--- src/design/qmn_pkg.sv ---
// ----------------------------------------------------------------------------
// Quaternion multiply-normalize package
// Shared widths and the stage-to-stage record types of the pipeline.
// ----------------------------------------------------------------------------
package qmn_pkg;

	localparam int CompW   = 16;   // Q2.14 component
	localparam int RawW    = 35;   // signed raw product component
	localparam int MagW    = 34;   // magnitude of raw component
	localparam int MantW   = 24;   // normalized mantissa, leading one at bit 23
	localparam int MantTop = 23;
	localparam int SumW    = 50;   // sum of four mantissa squares
	localparam int RootW   = 25;   // square root of the sum
	localparam int SqrtSteps = 25; // one result bit per stage
	localparam int QuoW    = 15;   // quotient magnitude, at most 16384
	localparam int DivSteps = 15;  // one quotient bit per stage
	localparam int NumW    = MantW + 16; // n*2^15 + r
	localparam int LeadW   = 6;

	typedef logic signed [CompW-1:0] comp_t;
	typedef logic [MantW-1:0] mant_t;

	// Item state while the square root is formed.
	typedef struct packed {
		logic            zero;
		logic [3:0]      neg;
		mant_t [3:0]     n;
		logic [SumW-1:0] rem;
		logic [RootW-1:0] res;
	} sqrt_rec_t;

	// Item state while the four quotients are formed.
	typedef struct packed {
		logic                 zero;
		logic [3:0]           neg;
		logic [RootW:0]       den;
		logic [3:0][NumW-1:0] num;
		logic [3:0][QuoW-1:0] quo;
	} div_rec_t;

	// Index of the leading one of a 34-bit value (0 for zero).
	function automatic logic [LeadW-1:0] lead_one(input logic [MagW-1:0] v);
		logic [LeadW-1:0] l;
		l = '0;
		for (int i = 0; i < MagW; i++) begin
			if (v[i]) begin
				l = LeadW'(i);
			end
		end
		return l;
	endfunction

endpackage

--- src/design/qmn_sqrt.sv ---
// ----------------------------------------------------------------------------
// Pipelined integer square root
// Restoring digit recurrence, one result bit per stage.
// ----------------------------------------------------------------------------
module qmn_sqrt import qmn_pkg::*; (
	input  logic      clk,
	input  logic      arst_n,
	input  logic      en,
	input  logic      vin,
	input  sqrt_rec_t rin,
	output logic      vout,
	output sqrt_rec_t rout
);

	sqrt_rec_t rec_q [SqrtSteps+1];
	logic      v_q   [SqrtSteps+1];

	assign rec_q[0] = rin;
	assign v_q[0]   = vin;

	for (genvar k = 0; k < SqrtSteps; k++) begin : g_step
		localparam int Sh = 2 * (SqrtSteps - 1 - k);
		logic [SumW+1:0] trial;
		logic [SumW+1:0] rem_w;
		sqrt_rec_t       nxt;
		// Trial subtraction for one root bit.
		always_comb begin
			trial = ({(SumW+2-RootW)'(0), rec_q[k].res} << (Sh + 2))
				| ((SumW+2)'(1) << Sh);
			rem_w = {2'b00, rec_q[k].rem};
			nxt   = rec_q[k];
			if (rem_w >= trial) begin
				nxt.rem = SumW'(rem_w - trial);
				nxt.res = {rec_q[k].res[RootW-2:0], 1'b1};
			end else begin
				nxt.res = {rec_q[k].res[RootW-2:0], 1'b0};
			end
		end
		always_ff @(posedge clk or negedge arst_n) begin
			if (!arst_n) begin
				v_q[k+1] <= 1'b0;
			end else if (en) begin
				v_q[k+1] <= v_q[k];
			end
		end
		always_ff @(posedge clk) begin
			if (en) begin
				rec_q[k+1] <= nxt;
			end
		end
	end

	assign vout = v_q[SqrtSteps];
	assign rout = rec_q[SqrtSteps];

endmodule

--- config.mk ---
export PLATFORM = sky130hd
export DESIGN_NAME = qmn_sqrt
export DESIGN_NICKNAME = d
export VERILOG_FILES = /design/src/design/qmn_pkg.sv /design/src/design/qmn_sqrt.sv
export SDC_FILE = /design/constraint.sdc
export NUM_CORES = 2
export LEC_CHECK = 0
export ABC_CLOCK_PERIOD_IN_PS = 11200
export BUFFER_PORTS_ARGS = -buffer_cell sky130_fd_sc_hd__buf_2
export CAP_MARGIN = 20
export CORE_MARGIN = 2
export CORE_UTILIZATION = 65
export DETAILED_ROUTE_END_ITERATION = 6
export MAX_ROUTING_LAYER = met4
export PLACE_DENSITY = 0.82
export SLEW_MARGIN = 10
export SYNTH_ARGS = -nofsm -noshare
export SYNTH_HDL_FRONTEND = slang
export SYNTH_SLANG_ARGS = --single-unit
--- constraint.sdc ---
create_clock -name clk -period 11.2 [get_ports clk]
set_input_delay 1.12 -clock clk [delete_from_list [all_inputs] [get_ports clk]]
set_output_delay 1.12 -clock clk [all_outputs]
set_load 0.01 [all_outputs]
Word-level counts from Yosys, hierarchy flattened --
Index checks and enable logic that the tools add are counted.
Word-level totals: output and inout port bits 177, input port bits 180, register bits after elaboration 4359, logic and storage cells 325
Operators by class: add/subtract/negate cells 25, magnitude comparators 25, multiplexer cells 50
Operators by type and width (count):
- two-way mux 50 bit | 25
- >= comparator 50 x 52 -> 1 bit | 12
- subtractor 50 bit | 12
- >= comparator 50 x 51 -> 1 bit | 1
- >= comparator 50 x 27 -> 1 bit | 1
- >= comparator 50 x 29 -> 1 bit | 1
- >= comparator 50 x 31 -> 1 bit | 1
- >= comparator 50 x 33 -> 1 bit | 1
- >= comparator 50 x 35 -> 1 bit | 1
- >= comparator 50 x 37 -> 1 bit | 1
- >= comparator 50 x 39 -> 1 bit | 1
- >= comparator 50 x 41 -> 1 bit | 1
- >= comparator 50 x 43 -> 1 bit | 1
- >= comparator 50 x 45 -> 1 bit | 1
- >= comparator 50 x 47 -> 1 bit | 1
- >= comparator 50 x 49 -> 1 bit | 1
- subtractor 50 x 27 -> 50 bit | 1
- subtractor 50 x 29 -> 50 bit | 1
- subtractor 50 x 31 -> 50 bit | 1
- subtractor 50 x 33 -> 50 bit | 1
- subtractor 50 x 35 -> 50 bit | 1
- subtractor 50 x 37 -> 50 bit | 1
- subtractor 50 x 39 -> 50 bit | 1
- subtractor 50 x 41 -> 50 bit | 1
- other kinds (6) | 30

Logic depth before layout (Yosys ltp) --
word-level depth 2, gate-level depth with buffers 15

Least setup slack after synthesis --
OpenSTA, ideal clock, no wires.
path kind register -> register, start register rec_q, in the netlist g_step[24].rem_w[26], end register rec_q, in the netlist rout[72] (data pin), setup time 0.271 ns, arrival time 3.603 ns, stages on the path, launching flop included 14, clock period less this slack 3.875 ns, data required time 10.929 ns, path slack 7.325 ns, buffers on the path 2, cells stage by stage edfxtp_1 > ha_1 > buf_2 > or4b_1 > or4_1 > or4b_1 > a21oi_1 > nor4_4 > a221oi_2 > a31oi_4 > or2_1 > buf_4 > nor4_1 > xor2_1
RTL lines:
- start: declaration | RTL line qmn_sqrt.sv:15 | sqrt_rec_t rec_q [SqrtSteps+1];
- start signal: indexed assignment | RTL line qmn_sqrt.sv:48 | rec_q[k+1] <= nxt;

==> run summary <==
The routed design has 369 mm of wire. Clock skew on the completed layout was measured at 0.109 ns. Counting the fill cells in the layout gives 14700.

The per-instance average area after synthesis was 17.0 um2; the final setup violation count was 0. The number of global-route vias before repair was 87300; the weighted congestion reported at the end of routability-driven placement was 0.927. Critical-path cell with the highest stage delay: sky130_fd_sc_hd__nand2b_2. Entering global routing, the biggest net connects 237 pins. Summed over all layers, the global routing overflow is 0. For this configuration, the core starts out at a cell density of 65.4%. The cell at the root of the clock tree is sky130_fd_sc_hd__clkbuf_16. The clock net in this run drives a total of 4359 sinks. The via count came out at 86400.

The number of register bits inferred by synthesis works out to 4359. The share of total power dissipated in the clock network is 33.8%. The cell family contributing the most delay on the critical path is simple AND/OR/NAND/NOR gates. The fraction of registers with async set/reset was 0.574%.

The total clock buffers created by CTS is 421. The internal power contribution came out at 30.3 mW. The leakage power of the design is 68.1 nW, and the non-filler instance count after layout is 14200.

The transition time at the pin with the least slew margin works out to 1.38 ns. Share of the clock period used by the worst path: 43.3%. The flow ran to the end, and the final reports show no timing, DRC or antenna violations. Of the total power, the share spent switching nets is 27.2%.

The worst setup path is captured at a register. Setup repair after global routing left no endpoint under its margin. The core occupancy in the finished layout was 73.0%; the total power per unit cell area was 224 nW/um2. STA classifies the critical path startpoint as a register. The core region is 254000 um2. For the I/O pin count, the log shows 357.

The maximum resistive drop on vdd came out at 241 uV. The share of total power dissipated in sequential elements is 50.6%. The post-detailed-route wirelength per cell was 26.1 um. At the worst endpoint, the required time is 11.98 ns. Of all nets on the critical path, the largest fanout is 45. The cell repeated most along the worst path is sky130_fd_sc_hd__nor3_1. Total area of multi-input combinational cells: 32500 um2. The critical path goes through ha_1 > nand4_1 > or4_1 > nor4_1 > nor3_1 > nand2b_2 > inv_1 > nor3_1 > xor2_1. TritonCTS built the clock tree. In the synthesized netlist the dominant register cell turns out to be sky130_fd_sc_hd__edfxtp_1. The combined flip-flop and latch cell area was 131000 um2. The area growth from synthesis to layout is 11.7%.

The synthesized instance count is 9784, and the number of placed instances with taps included is 13400. In this run the tool buffered the top-level ports with 344 buffer cells. Combinational logic is responsible for 15.6% of the overall power. Yosys mapped a number of flops with a built-in enable equal to 4334. No sink is reached through more buffers than the 4 on the longest clock path.

Measured along the y axis, the die boundary spans 510 um. The first detailed-routing pass took 7 iterations. The run gives 11.3 mW as the reported net switching power.

After routing, the total negative slack on setup checks comes to 0 ns. The synthesized netlist net count is 10500, and the number of distinct library cells after synthesis is 85. The logs give 1.02 ns for the clock latency on the worst-skew pair and 214 mm for the HPWL after detailed placement.

The netlist area before placement is 166000 um2. In this run the horizontal extent of the chip is 510 um. The first global-routing pass estimated 545 mm of wire. Global routing used 29.1% of the available tracks across all layers. Data on the critical path arrives at its endpoint at 5.64 ns.

The number of slew-limit violations in the final report was 0; the residual DRC count was 0. The synthesis warning total is 0, and the layout net count is 11200. Using the TritonRoute via totals, the vias-per-cell ratio works out to 6.10. After clock tree synthesis, the repair step resized 0 gates.

Cells with a size suffix above 1 make up 11.7% of the layout. Buffers added to address setup during post-CTS repair amount to 0. The die covers 260000 um2. The number of antenna violations at the first check in global routing was 11; the tightest slew margin relative to the limit was 8.31%. In this run the remaining antenna-violating nets after routing total 0. The run gives 0 as the number of failing hold endpoints at the final stage.

Sequential elements use 78.7% of the synthesized area. The worst hold path belongs to the class in -> async. The tools report the number of rows created at floorplan as 185. After clock tree synthesis, the flow added hold-fix buffers numbering 0. For the DRC marker count from the first detailed-route iteration, the log shows 10100. The path type of the worst setup path was reg -> reg. The combined buffer and inverter count along the critical path was 1; the time the worst path needs with I/O delays and setup was 4.85 ns. The largest single stage delay on the critical path is 0.77 ns. The clock slew seen by the registers of the worst setup and hold paths came out at 0.08 ns.

Max-cap violations in this run came to 0. The upper clock frequency limit was 0.206 GHz; the deepest level of the CTS H-tree was 5.
==> logic make-up after synthesis <==
logic type      Yosys count  share of synthesized area [%]
simple gates           1813                           5.49
mux                     205                           1.38
xor+xnor                564                           2.97
fa+ha+maj               506                           3.81
compound gates         1573                           5.88
flops                  4359                           78.7
buf+inv                 764                           1.73
==> routing by layer <==
metal	wire length (um)	vias up	track usage (%)
li1	-	38800	-
met1	138000	42600	35.2
met2	192000	4039	49.6
met3	23000	973	4.24
met4	17200	0	11.6
met5	0	-	-
==> cell usage after synthesis, types with 61 or more instances <==
cell / number / area [um2]
sky130_fd_sc_hd__xnor2_1: 320 / 2800
sky130_fd_sc_hd__clkbuf_1: 123 / 462
sky130_fd_sc_hd__nand3_1: 115 / 576
sky130_fd_sc_hd__edfxtp_1: 4334 / 130000
sky130_fd_sc_hd__mux2_2: 189 / 2130
sky130_fd_sc_hd__nand2b_1: 91 / 569
sky130_fd_sc_hd__nor2_1: 481 / 1810
sky130_fd_sc_hd__nand2_1: 380 / 1430
sky130_fd_sc_hd__nor3_1: 151 / 756
sky130_fd_sc_hd__o21ai_0: 321 / 1610
sky130_fd_sc_hd__xor2_1: 244 / 2140
sky130_fd_sc_hd__nor2b_1: 61 / 382
sky130_fd_sc_hd__nand4_1: 95 / 594
sky130_fd_sc_hd__or3_1: 62 / 388
sky130_fd_sc_hd__nor4_1: 159 / 995
sky130_fd_sc_hd__a21oi_1: 568 / 2840
sky130_fd_sc_hd__a21o_1: 232 / 1740
sky130_fd_sc_hd__inv_1: 626 / 2350
sky130_fd_sc_hd__ha_1: 506 / 6330
sky130_fd_sc_hd__o21a_1: 68 / 510
==> power groups by stage <==
stage	Clock (mW)	Combinational, mW	Sequential, mW
after floorplan	0	4.45	20.8
after global placement	0	6.15	21.1
after detailed placement	0	6.26	21.2
after CTS	14.3	6.42	21.0
after global routing	14.8	7.14	21.2
final	14.1	6.50	21.0
==> area by class of cell <==
cell class                      instances  share of cell area, %
Inverter                              626                   1.27
Multi-Input combinational cell       4661                   17.5
Sequential cell                      4359                   70.5
Clock buffer                          496                   5.88
Tap cell                             3366                   2.27
Clock inverter                        236                   1.22
Timing Repair Buffer                  410                   1.34
Antenna cell                            9                 0.0121
==> registers in the layout, indices dropped and copies added (netlist names) <==
name	count
vout	1
rout	176
g_step.trial	479
g_step.rem_w	1200
rec_q	55
g_step.nxt	2424
v_q	24
==> final timing paths <==
check,from,end,slack [ns],cells after the start
min,arst_n,v_q[9],0.09,1
max reg2reg,g_step[17].rem_w[39],g_step[18].rem_w[41],6.35,9
min reg2reg,g_step[8].nxt[80],g_step[9].nxt[80],0.34,0
max,g_step[17].rem_w[39],g_step[18].rem_w[41],6.35,9
min in group clk,rin[173],g_step[1].nxt[173],0.24,1
max in group asynchronous,arst_n,v_q[17],10.70,1
==> placed cells by master, fill, tap and decap left out, drive strengths merged, types with 115 or more instances in the layout <==
cell type / count
o21ai: 327
a21oi: 568
edfxtp: 4334
inv: 640
nor4: 160
xor2: 244
mux2: 197
clkinv: 164
nand2: 380
buf: 410
a21o: 232
nand3: 115
ha: 506
nor2: 481
clkbuf: 496
nor3: 151
xnor2: 320
==> metrics by stage <==
| step | setup slack (ns) | total power, mW | hold WS, ns | area (um2) |
|---|---|---|---|---|
| detailed placement | 6.65 | 27.5 | 0.405 | 172000 |
| global route | 6.15 | 43.1 | 0.0950 | 186000 |
| CTS | 6.48 | 41.7 | 0.0391 | 185000 |
| floorplan | 7.33 | 25.2 | 0.400 | 166000 |
| global placement | 6.64 | 27.3 | 0.400 | 172000 |
| finish | 6.35 | 41.6 | 0.0944 | 186000 |
(Power assumes the default switching activity.)
